==> config.mk <==
export PLATFORM = sky130hd
export DESIGN_NAME = morse_keyer_encoder_core
export DESIGN_NICKNAME = d
export VERILOG_FILES = /design/src/rtl/mke_pkg.sv /design/src/rtl/mke_ctrl.sv /design/src/rtl/mke_datapath.sv /design/src/rtl/morse_keyer_encoder_core.sv
export SDC_FILE = /design/constraint.sdc
export NUM_CORES = 1
export LEC_CHECK = 0
export ABC_CLOCK_PERIOD_IN_PS = 7770
export BUFFER_PORTS_ARGS = -buffer_cell sky130_fd_sc_hd__clkbuf_2
export CAP_MARGIN = 20
export CORE_MARGIN = 5
export CORE_UTILIZATION = 40
export DETAILED_ROUTE_END_ITERATION = 12
export GPL_ROUTABILITY_DRIVEN = 0
export PLACE_DENSITY_LB_ADDON = 0.15
export SLEW_MARGIN = 10
export SYNTH_ARGS = -nofsm -noshare
export SYNTH_HDL_FRONTEND = slang
export SYNTH_SLANG_ARGS = --single-unit
==> constraint.sdc <==
create_clock -name clk -period 7.77 [get_ports clk]
set_input_delay 1.554 -clock clk [delete_from_list [all_inputs] [get_ports clk]]
set_output_delay 1.554 -clock clk [all_outputs]
set_load 0.02 [all_outputs]
==> src/rtl/mke_pkg.sv <==
package mke_pkg;

  // Symbol pattern: left aligned, bit 6 is the first symbol, 1 = dash
  typedef struct packed {
    logic       valid;
    logic [2:0] len;
    logic [6:0] pat;
  } code_t;

  // Segment kinds that the controller asks the datapath to emit
  localparam logic [1:0] SEG_SYM    = 2'd0;  // key down, dot or dash
  localparam logic [1:0] SEG_GAP    = 2'd1;  // 1 dot-unit gap after a symbol
  localparam logic [1:0] SEG_LETTER = 2'd2;  // letter gap, closes the character
  localparam logic [1:0] SEG_WORD   = 2'd3;  // first half of a space

  localparam logic [2:0] DASH_UNITS       = 3'd3;
  localparam logic [2:0] LETTER_GAP_UNITS = 3'd3;
  localparam logic [2:0] SPACE_GAP_UNITS  = 3'd4;

  localparam logic [1:0] TBL_NONE   = 2'd0;
  localparam logic [1:0] TBL_LATIN1 = 2'd1;
  localparam logic [1:0] TBL_KOI8R  = 2'd2;

  typedef struct packed {
    logic       load;
    logic       lookup;
    logic       advance;
    logic       emit;
    logic [1:0] seg;
  } dp_cmd_t;

  typedef struct packed {
    logic is_space;
    logic valid;
    logic final_sym;
    logic pro;
  } dp_status_t;

  function automatic code_t mk(input logic [2:0] len, input logic [6:0] pat);
    code_t r;
    r.valid = 1'b1;
    r.len   = len;
    r.pat   = pat;
    return r;
  endfunction

  // Case folding for the selected codeset, CR and LF become space
  function automatic logic [7:0] fold_char(input logic [7:0] c, input logic [1:0] tsel);
    logic [7:0] r;
    r = c;
    if (c inside {[8'h41:8'h5A]}) begin
      r = c + 8'h20;
    end else if (tsel == TBL_LATIN1 && c inside {[8'hC0:8'hDE]} && c != 8'hD7) begin
      r = c + 8'h20;
    end else if (tsel == TBL_KOI8R && c >= 8'hE0) begin
      r = c - 8'h20;
    end else if (tsel == TBL_KOI8R && c == 8'hB3) begin
      r = 8'hA3;
    end
    if (r == 8'h0D || r == 8'h0A) begin
      r = 8'h20;
    end
    return r;
  endfunction

  function automatic code_t ascii_code(input logic [7:0] c);
    code_t r;
    r = '0;
    case (c)
      8'h61: r = mk(3'd2, 7'b0100000); // a
      8'h62: r = mk(3'd4, 7'b1000000);
      8'h63: r = mk(3'd4, 7'b1010000);
      8'h64: r = mk(3'd3, 7'b1000000);
      8'h65: r = mk(3'd1, 7'b0000000);
      8'h66: r = mk(3'd4, 7'b0010000);
      8'h67: r = mk(3'd3, 7'b1100000);
      8'h68: r = mk(3'd4, 7'b0000000);
      8'h69: r = mk(3'd2, 7'b0000000);
      8'h6A: r = mk(3'd4, 7'b0111000);
      8'h6B: r = mk(3'd3, 7'b1010000);
      8'h6C: r = mk(3'd4, 7'b0100000);
      8'h6D: r = mk(3'd2, 7'b1100000);
      8'h6E: r = mk(3'd2, 7'b1000000);
      8'h6F: r = mk(3'd3, 7'b1110000);
      8'h70: r = mk(3'd4, 7'b0110000);
      8'h71: r = mk(3'd4, 7'b1101000);
      8'h72: r = mk(3'd3, 7'b0100000);
      8'h73: r = mk(3'd3, 7'b0000000);
      8'h74: r = mk(3'd1, 7'b1000000);
      8'h75: r = mk(3'd3, 7'b0010000);
      8'h76: r = mk(3'd4, 7'b0001000);
      8'h77: r = mk(3'd3, 7'b0110000);
      8'h78: r = mk(3'd4, 7'b1001000);
      8'h79: r = mk(3'd4, 7'b1011000);
      8'h7A: r = mk(3'd4, 7'b1100000); // z
      8'h30: r = mk(3'd5, 7'b1111100);
      8'h31: r = mk(3'd5, 7'b0111100);
      8'h32: r = mk(3'd5, 7'b0011100);
      8'h33: r = mk(3'd5, 7'b0001100);
      8'h34: r = mk(3'd5, 7'b0000100);
      8'h35: r = mk(3'd5, 7'b0000000);
      8'h36: r = mk(3'd5, 7'b1000000);
      8'h37: r = mk(3'd5, 7'b1100000);
      8'h38: r = mk(3'd5, 7'b1110000);
      8'h39: r = mk(3'd5, 7'b1111000);
      8'h2C: r = mk(3'd6, 7'b1100110); // comma
      8'h2E: r = mk(3'd6, 7'b0101010); // period
      8'h3F: r = mk(3'd6, 7'b0011000); // question mark
      8'h21: r = mk(3'd6, 7'b1010110); // exclamation mark
      8'h2F: r = mk(3'd5, 7'b1001000); // slash
      8'h2D: r = mk(3'd6, 7'b1000010); // hyphen
      8'h5F: r = mk(3'd6, 7'b0011010); // underscore
      8'h3D: r = mk(3'd5, 7'b1000100); // equals
      8'h3A: r = mk(3'd6, 7'b1110000); // colon
      8'h3B: r = mk(3'd6, 7'b1010100); // semicolon
      8'h28: r = mk(3'd5, 7'b1011000); // open paren
      8'h29: r = mk(3'd6, 7'b1011010); // close paren
      8'h24: r = mk(3'd7, 7'b0001001); // dollar
      8'h2B: r = mk(3'd5, 7'b0101000); // plus
      8'h27: r = mk(3'd6, 7'b0111100); // apostrophe
      8'h22: r = mk(3'd6, 7'b0100100); // double quote
      8'h40: r = mk(3'd6, 7'b0110100); // at sign
      default: r = '0;
    endcase
    return r;
  endfunction

  function automatic code_t latin1_code(input logic [7:0] c);
    code_t r;
    r = '0;
    case (c)
      8'hE0, 8'hE1, 8'hE2: r = mk(3'd5, 7'b0110100);
      8'hE4:               r = mk(3'd4, 7'b0101000);
      8'hE7:               r = mk(3'd5, 7'b1010000);
      8'hE8, 8'hE9:        r = mk(3'd5, 7'b0010000);
      8'hEA:               r = mk(3'd5, 7'b1001000);
      8'hF6:               r = mk(3'd4, 7'b1110000);
      8'hFC:               r = mk(3'd4, 7'b0011000);
      default:             r = '0;
    endcase
    return r;
  endfunction

  function automatic code_t koi8r_code(input logic [7:0] c);
    code_t r;
    r = '0;
    case (c)
      8'hC1: r = mk(3'd2, 7'b0100000);
      8'hC2: r = mk(3'd4, 7'b1000000);
      8'hD7: r = mk(3'd3, 7'b0110000);
      8'hC7: r = mk(3'd3, 7'b1100000);
      8'hC4: r = mk(3'd3, 7'b1000000);
      8'hC5: r = mk(3'd1, 7'b0000000);
      8'hA3: r = mk(3'd1, 7'b0000000);
      8'hD6: r = mk(3'd4, 7'b0001000);
      8'hDA: r = mk(3'd4, 7'b1100000);
      8'hC9: r = mk(3'd2, 7'b0000000);
      8'hCA: r = mk(3'd4, 7'b0111000);
      8'hCB: r = mk(3'd3, 7'b1010000);
      8'hCC: r = mk(3'd4, 7'b0100000);
      8'hCD: r = mk(3'd2, 7'b1100000);
      8'hCE: r = mk(3'd2, 7'b1000000);
      8'hCF: r = mk(3'd3, 7'b1110000);
      8'hD0: r = mk(3'd4, 7'b0110000);
      8'hD2: r = mk(3'd3, 7'b0100000);
      8'hD3: r = mk(3'd3, 7'b0000000);
      8'hD4: r = mk(3'd1, 7'b1000000);
      8'hD5: r = mk(3'd3, 7'b0010000);
      8'hC6: r = mk(3'd4, 7'b0010000);
      8'hC8: r = mk(3'd4, 7'b0000000);
      8'hC3: r = mk(3'd4, 7'b1010000);
      8'hDE: r = mk(3'd4, 7'b1110000);
      8'hDB: r = mk(3'd4, 7'b1111000);
      8'hDD: r = mk(3'd4, 7'b1101000);
      8'hD9: r = mk(3'd4, 7'b1011000);
      8'hD8: r = mk(3'd4, 7'b1001000);
      8'hDC: r = mk(3'd5, 7'b0010000);
      8'hC0: r = mk(3'd4, 7'b0011000);
      8'hD1: r = mk(3'd4, 7'b0101000);
      default: r = '0;
    endcase
    return r;
  endfunction

  // Code lookup on an already folded character
  function automatic code_t lookup_code(input logic [7:0] c, input logic [1:0] tsel);
    code_t r;
    r = '0;
    if (!c[7]) begin
      r = ascii_code(c);
    end else if (tsel == TBL_LATIN1) begin
      r = latin1_code(c);
    end else if (tsel == TBL_KOI8R) begin
      r = koi8r_code(c);
    end
    return r;
  endfunction

endpackage

==> src/rtl/mke_ctrl.sv <==
module mke_ctrl (
  input  logic                clk,
  input  logic                rst,
  input  logic                start,
  input  mke_pkg::dp_status_t status,
  output mke_pkg::dp_cmd_t    cmd,
  output logic                busy
);
  import mke_pkg::*;

  localparam logic [2:0] ST_IDLE   = 3'd0;
  localparam logic [2:0] ST_LOOK   = 3'd1;
  localparam logic [2:0] ST_DECIDE = 3'd2;
  localparam logic [2:0] ST_SYM    = 3'd3;
  localparam logic [2:0] ST_GAP    = 3'd4;
  localparam logic [2:0] ST_LET    = 3'd5;
  localparam logic [2:0] ST_SP2    = 3'd6;

  logic [2:0] state;
  logic [2:0] state_next;

  always_ff @(posedge clk) begin
    if (rst) begin
      state <= ST_IDLE;
    end else begin
      state <= state_next;
    end
  end

  always_comb begin
    state_next = state;
    cmd        = '0;
    case (state)
      ST_IDLE: begin
        if (start) begin
          cmd.load   = 1'b1;
          state_next = ST_LOOK;
        end
      end
      ST_LOOK: begin
        cmd.lookup = 1'b1;
        state_next = ST_DECIDE;
      end
      ST_DECIDE: begin
        if (status.is_space) begin
          cmd.emit   = 1'b1;
          cmd.seg    = SEG_WORD;
          state_next = ST_SP2;
        end else if (status.valid) begin
          state_next = ST_SYM;
        end else begin
          state_next = ST_IDLE;
        end
      end
      ST_SYM: begin
        cmd.emit = 1'b1;
        cmd.seg  = SEG_SYM;
        if (!status.final_sym || status.pro) begin
          state_next = ST_GAP;
        end else begin
          state_next = ST_LET;
        end
      end
      ST_GAP: begin
        cmd.emit    = 1'b1;
        cmd.seg     = SEG_GAP;
        cmd.advance = 1'b1;
        state_next  = status.final_sym ? ST_IDLE : ST_SYM;
      end
      ST_LET, ST_SP2: begin
        cmd.emit   = 1'b1;
        cmd.seg    = SEG_LETTER;
        state_next = ST_IDLE;
      end
      default: begin
        state_next = ST_IDLE;
      end
    endcase
  end

  assign busy = (state != ST_IDLE);

endmodule

==> src/rtl/mke_datapath.sv <==
module mke_datapath (
  input  logic                clk,
  input  logic                rst,
  input  mke_pkg::dp_cmd_t    cmd,
  output mke_pkg::dp_status_t status,
  input  logic [7:0]          char_code,
  input  logic                prosign,
  input  logic                cfg_we,
  input  logic [1:0]          cfg_data,
  output logic                strobe,
  output logic                key_on,
  output logic [2:0]          units,
  output logic                unit_kind,
  output logic                last
);
  import mke_pkg::*;

  logic [1:0] high_table;
  logic [7:0] char_r;
  logic       pro_r;
  logic       space_r;
  logic       valid_r;
  logic [6:0] pat_r;
  logic [2:0] remain;
  logic [7:0] folded;
  code_t      code;

  assign folded = fold_char(char_r, high_table);
  assign code   = lookup_code(folded, high_table);

  always_ff @(posedge clk) begin
    if (rst) begin
      high_table <= TBL_NONE;
    end else if (cfg_we) begin
      high_table <= cfg_data;
    end
  end

  // Hold the character, then its code; shift the pattern one symbol per gap
  always_ff @(posedge clk) begin
    if (cmd.load) begin
      char_r <= char_code;
      pro_r  <= prosign;
    end
    if (cmd.lookup) begin
      space_r <= (folded == 8'h20);
      valid_r <= code.valid;
      pat_r   <= code.pat;
      remain  <= code.len;
    end else if (cmd.advance) begin
      pat_r  <= {pat_r[5:0], 1'b0};
      remain <= remain - 3'd1;
    end
  end

  assign status.is_space  = space_r;
  assign status.valid     = valid_r;
  assign status.final_sym = (remain == 3'd1);
  assign status.pro       = pro_r;

  always_ff @(posedge clk) begin
    if (rst) begin
      strobe <= 1'b0;
    end else begin
      strobe <= cmd.emit;
    end
  end

  always_ff @(posedge clk) begin
    if (cmd.emit) begin
      case (cmd.seg)
        SEG_SYM: begin
          key_on    <= 1'b1;
          units     <= pat_r[6] ? DASH_UNITS : 3'd1;
          unit_kind <= 1'b0;
          last      <= 1'b0;
        end
        SEG_GAP: begin
          key_on    <= 1'b0;
          units     <= 3'd1;
          unit_kind <= 1'b0;
          last      <= (remain == 3'd1);
        end
        SEG_LETTER: begin
          key_on    <= 1'b0;
          units     <= LETTER_GAP_UNITS;
          unit_kind <= 1'b1;
          last      <= 1'b1;
        end
        default: begin
          key_on    <= 1'b0;
          units     <= SPACE_GAP_UNITS;
          unit_kind <= 1'b1;
          last      <= 1'b0;
        end
      endcase
    end
  end

endmodule

==> src/rtl/morse_keyer_encoder_core.sv <==
// Flow: the edge that takes start loads the character, then lookup, then decide; strobe is
// registered from each segment state's emit (a space emits its first half from decide itself).
// Busy from lookup to the last segment state; N segments (0 to 14); start taken only in idle.
// Reset (rst, synchronous): controller to idle, no strobe, high_table back to none.
// The receiver cannot stall: each segment shows on strobe for exactly one cycle.
module morse_keyer_encoder_core (
  input  logic       clk,
  input  logic       rst,
  input  logic       start,
  output logic       busy,
  input  logic [7:0] char_code,
  input  logic       prosign,
  input  logic       cfg_we,
  input  logic [1:0] cfg_data,
  output logic       strobe,
  output logic       key_on,
  output logic [2:0] units,
  output logic       unit_kind,
  output logic       last
);
  import mke_pkg::*;

  dp_cmd_t    cmd;
  dp_status_t status;

  // Controller: walks load, lookup, decide, then one segment per cycle.
  mke_ctrl u_ctrl (
    .clk    (clk),
    .rst    (rst),
    .start  (start),
    .status (status),
    .cmd    (cmd),
    .busy   (busy)
  );

  // Datapath: holds the table select, folds and looks up the character,
  // shifts the symbol pattern and registers each outgoing beat.
  mke_datapath u_dp (
    .clk       (clk),
    .rst       (rst),
    .cmd       (cmd),
    .status    (status),
    .char_code (char_code),
    .prosign   (prosign),
    .cfg_we    (cfg_we),
    .cfg_data  (cfg_data),
    .strobe    (strobe),
    .key_on    (key_on),
    .units     (units),
    .unit_kind (unit_kind),
    .last      (last)
  );

  // Segment lengths stay within one to four units
  a_units_range: assert property (@(posedge clk) disable iff (rst)
    strobe |-> (units != 3'd0 && units <= 3'd4))
    else $error("segment length out of range");

  // A key-down beat never closes a character
  a_sym_not_last: assert property (@(posedge clk) disable iff (rst)
    (strobe && key_on) |-> !last)
    else $error("symbol marked last");

  // Every symbol is followed by a gap beat in the next cycle
  a_sym_then_gap: assert property (@(posedge clk) disable iff (rst)
    (strobe && key_on) |=> (strobe && !key_on))
    else $error("symbol not followed by gap");

  // An accepted character keeps the block busy
  a_start_busy: assert property (@(posedge clk) disable iff (rst)
    (start && !busy) |=> busy)
    else $error("start not taken");

endmodule

==> results summary <==
The run finished with clean final reports. The critical path data required time came out at approximately 7.8 ns. The number of nets with antenna violations after detailed routing came out at 0. The total number of clock tree sinks came out at 33. The area of the placeable core is 0.00915 sq mm.

The antenna diode count is 0. The number of vias per cell after detailed routing came out at 7.04. The final number of hold-violating endpoints came to 0.

After detailed routing, no signal wire sits above met4. The total routed wirelength came out at 13.4 mm. In this run the static leakage power is 0.00139 uW. The number of hold buffers added after cts is 0.

By startpoint and endpoint, the worst setup path is classified as reg2reg. The post-CTS setup buffer count is 0. The initial DRC count is 825. The setup slack on the worst flop-to-flop path came out at 2.89 ns. The synthesized design spends more area on one cell type than any other, namely edfxtp_1. Among all flip-flop cells after synthesis, the most frequent one is edfxtp_1.

The share of the Yosys chip area taken by registers is 0.250. The pre-CTS setup slack is 3.03 ns. The number of antenna violations at the first check in global routing is 0. STA classifies the critical path startpoint as a register. The HPWL after detailed placement came out at 9.36 mm. After detailed routing, the average wire length per cell comes to 22.6 um.

Across every metal layer, demand over resource in global routing totals 0.234. Clock skew on the completed layout was measured at about 0.0090 ns. The level count of the clock H-tree came out at 2. The clock latency on the worst-skew pair is 0.29 ns.

In this run the vertical extent of the chip is ~110 um. For hold timing, the worst endpoint is u_dp.pat_r[3]. The area of the die is 0.0113 sq mm. The length of the first detailed-routing pass in iterations is 7. The combined flip-flop and latch cell area is 931 sq um. The number of placed instances, taps included, is around 580. The number of primary I/O pins came out at 23. In the final timing run, aggregate negative setup slack is 0 ns. The number of buffers added by the clock tree synthesis step came out at 5. Along the worst hold path, the cell count comes to 2. The number of pins with negative max-slew slack in the final report came out at 0. The worst hold path begins at u_dp.pat_r[2]. The async set or reset register ratio after synthesis is 0. The clock edge transition at the registers on the reported setup and hold paths came out at 0.07 ns.

The buffer levels on the longest clock path came out at 2. The synthesis warning total is 0. The maximum clock frequency came out at approximately 200 MHz.

The synthesized area divided by synthesized cell count came out at 7.74 sq um. The detailed-routed wire length on met3 came out at between 1.5 and 2 mm. Summing all multi-input logic gate instances after layout gives 0.00254 sq mm. The total power density per cell area is between 200 and 250 mW/mm^2. The arrival time of data at the critical path endpoint is ~4.9 ns. Once layout is complete, the utilization of the core stands at 0.434. The final net count came out at 509.

Subtracting the final worst setup slack from the clock period gives 4.88 ns. The share of final-layout standard cells stronger than drive strength 1 came out at 0.129. The netlist area before placement came out at 0.00372 sq mm. The flip-flop and latch count after synthesis came out at 33. The setup violation total in the final timing report is 0. In the final routing, the length of wire on met1 measures 5.35 mm. IR analysis of the VDD net gives a maximum drop of 0.0824 mV. The number of nets in the synthesized netlist is roughly 510. The number of maximum-capacitance violations came out at 0. The portion of synthesized cell area occupied by the leading cell type came out at 0.218. TritonCTS built the clock tree. At the pin with the least slew margin, the transition time is 1.01 ns. Synthesis produced 481 cells. The global route total overflow came out at 0. After detailed routing, the number of remaining DRC violations is 0. In this run the clock root is driven by a clkbuf_8.

By area the synthesized netlist is led by edfxtp_1, a21oi_1, ha_1. The synthesis-to-layout area growth is 6.65%. The nature of the critical path endpoint is a register. After synthesis, the netlist uses 84 different library cells. Setup repair after global routing left no endpoint under its margin. The post-route worst setup slack is between 2 and 3 ns.

The number of enable-type register cells in the synthesized netlist came out at 27. The via count of the first global-routing pass is 3807. After detailed routing, the met2 layer carries 5.67 mm of wire. The layout has 939 filler cells.

Of all nets on the critical path, the largest fanout is 14. From left edge to right edge, the die measures between 100 and 150 um. The number of cell rows came out at 35.

The worst hold path belongs to the class reg2reg. Of the available clock period, the critical path in the final layout requires 0.628. Detailed routing inserted a total of between 4k and 5k vias. In this run the critical register-to-register path is captured at u_dp.remain[2]. The first-pass GRT wire length is 21.1 mm. The number of standard cells in the final layout excluding fillers came out at 590. The relative slew slack came out at 0.322.

The effective utilization at floorplan came out at 0.407. Input and output buffers added on the ports amount to 22. The largest net degree at the start of global routing is 49. The number of gates resized after cts is 0.

Measured in cells, the most critical reg-to-reg path has a length of 14. The worst register-to-register path begins at u_dp.char_r[5].
power by group:
part           switching [uW]  internal [uW]
combinational             265            127
clock                    62.2           94.6
sequential               32.5            232
cell type report:
class,instances,area share
well taps,111,0.0350
inverters,22,0.0208
flip-flops and latches,33,0.234
clock inverters,2,0.00851
multi-input cells,386,0.640
repair buffers,30,0.0428
clock buffers,6,0.0183
kinds of logic after synthesis:
logic type | after synthesis | synth area share
compound gates | 182 | 0.344
xor+xnor | 6 | 0.0242
fa+ha+maj | 16 | 0.0538
buf+inv | 62 | 0.0672
flops | 33 | 0.250
mux | 7 | 0.0212
simple gates | 175 | 0.240
sequential cells by signal (all words and copies together), names as in the netlist, 2 cells and up:
register         count
u_dp.high_table      2
u_dp.units           3
u_dp.remain          3
u_dp.pat_r           7
u_ctrl.state         3
u_dp.char_r          8
worst max-delay path by stage:
stage / from / to / slack, ns / cells past startpoint
floorplan: u_dp.char_r[6] / u_dp.remain[2] / 3.83 / 16
global placement: u_dp.high_table[1] / u_dp.remain[2] / 3.10 / 13
detailed placement: u_dp.high_table[1] / u_dp.remain[2] / 3.03 / 13
CTS: u_dp.high_table[1] / u_dp.remain[2] / 2.98 / 13
global route: u_dp.char_r[5] / u_dp.remain[2] / 2.65 / 14
finish: u_dp.char_r[5] / u_dp.remain[2] / 2.89 / 14
critical path: stages (launching register included):
cell and delay, ns:
edfxtp_1 0.60, ha_1 0.32, nor4b_2 0.19, and4_1 0.27
o32a_1 0.34, or4_1 0.65, nand2_1 0.21, inv_1 0.08
ha_1 0.39, nor3_1 0.34, nand2b_1 0.20, o311ai_0 0.20
a222oi_1 0.48, o32a_1 0.24, a32oi_1 0.10
layer usage:
layer / up-vias / global-route usage
met1: 1904 / 0.313
met5: - / 0
li1: 1826 / -
met2: 333 / 0.351
met3: 92 / 0.0504
met4: 0 / 0.129
through the flow:
step / area, sq um / hold WS [ns] / total power (uW)
floorplan: 3720 / 0.489 / 539
global placement: 3860 / 0.513 / 644
detailed placement: 3860 / 0.519 / 642
CTS: 3960 / 0.534 / 801
global route: 3970 / 0.539 / 858
finish: 3970 / 0.530 / 813
cells in the final DEF (no fill, tap or decap), types with 7 or more instances in the layout:
| master | n |
|---|---|
| nand2_1 | 51 |
| inv_1 | 19 |
| buf_4 | 8 |
| o211ai_1 | 7 |
| nand4_1 | 8 |
| nor2b_1 | 8 |
| ha_1 | 16 |
| clkbuf_2 | 22 |
| nor3_1 | 16 |
| a21oi_1 | 47 |
| nand2b_1 | 12 |
| edfxtp_1 | 27 |
| o21ai_0 | 34 |
| a221oi_1 | 7 |
| o22ai_1 | 7 |
| nand3_1 | 14 |
| nor2_1 | 37 |
Yosys cell counts, types with 6 or more instances:
cell,number
nand2_1,51
a21oi_1,47
nor2_1,37
o21ai_0,34
clkbuf_1,32
edfxtp_1,27
inv_1,19
ha_1,16
nor3_1,16
nand3_1,14
nand2b_1,12
nand4_1,8
nor2b_1,8
a221oi_1,7
o211ai_1,7
o22ai_1,7
a211oi_1,6
a31oi_1,6
dfxtp_1,6
Power figures use the tool's default switching activity.
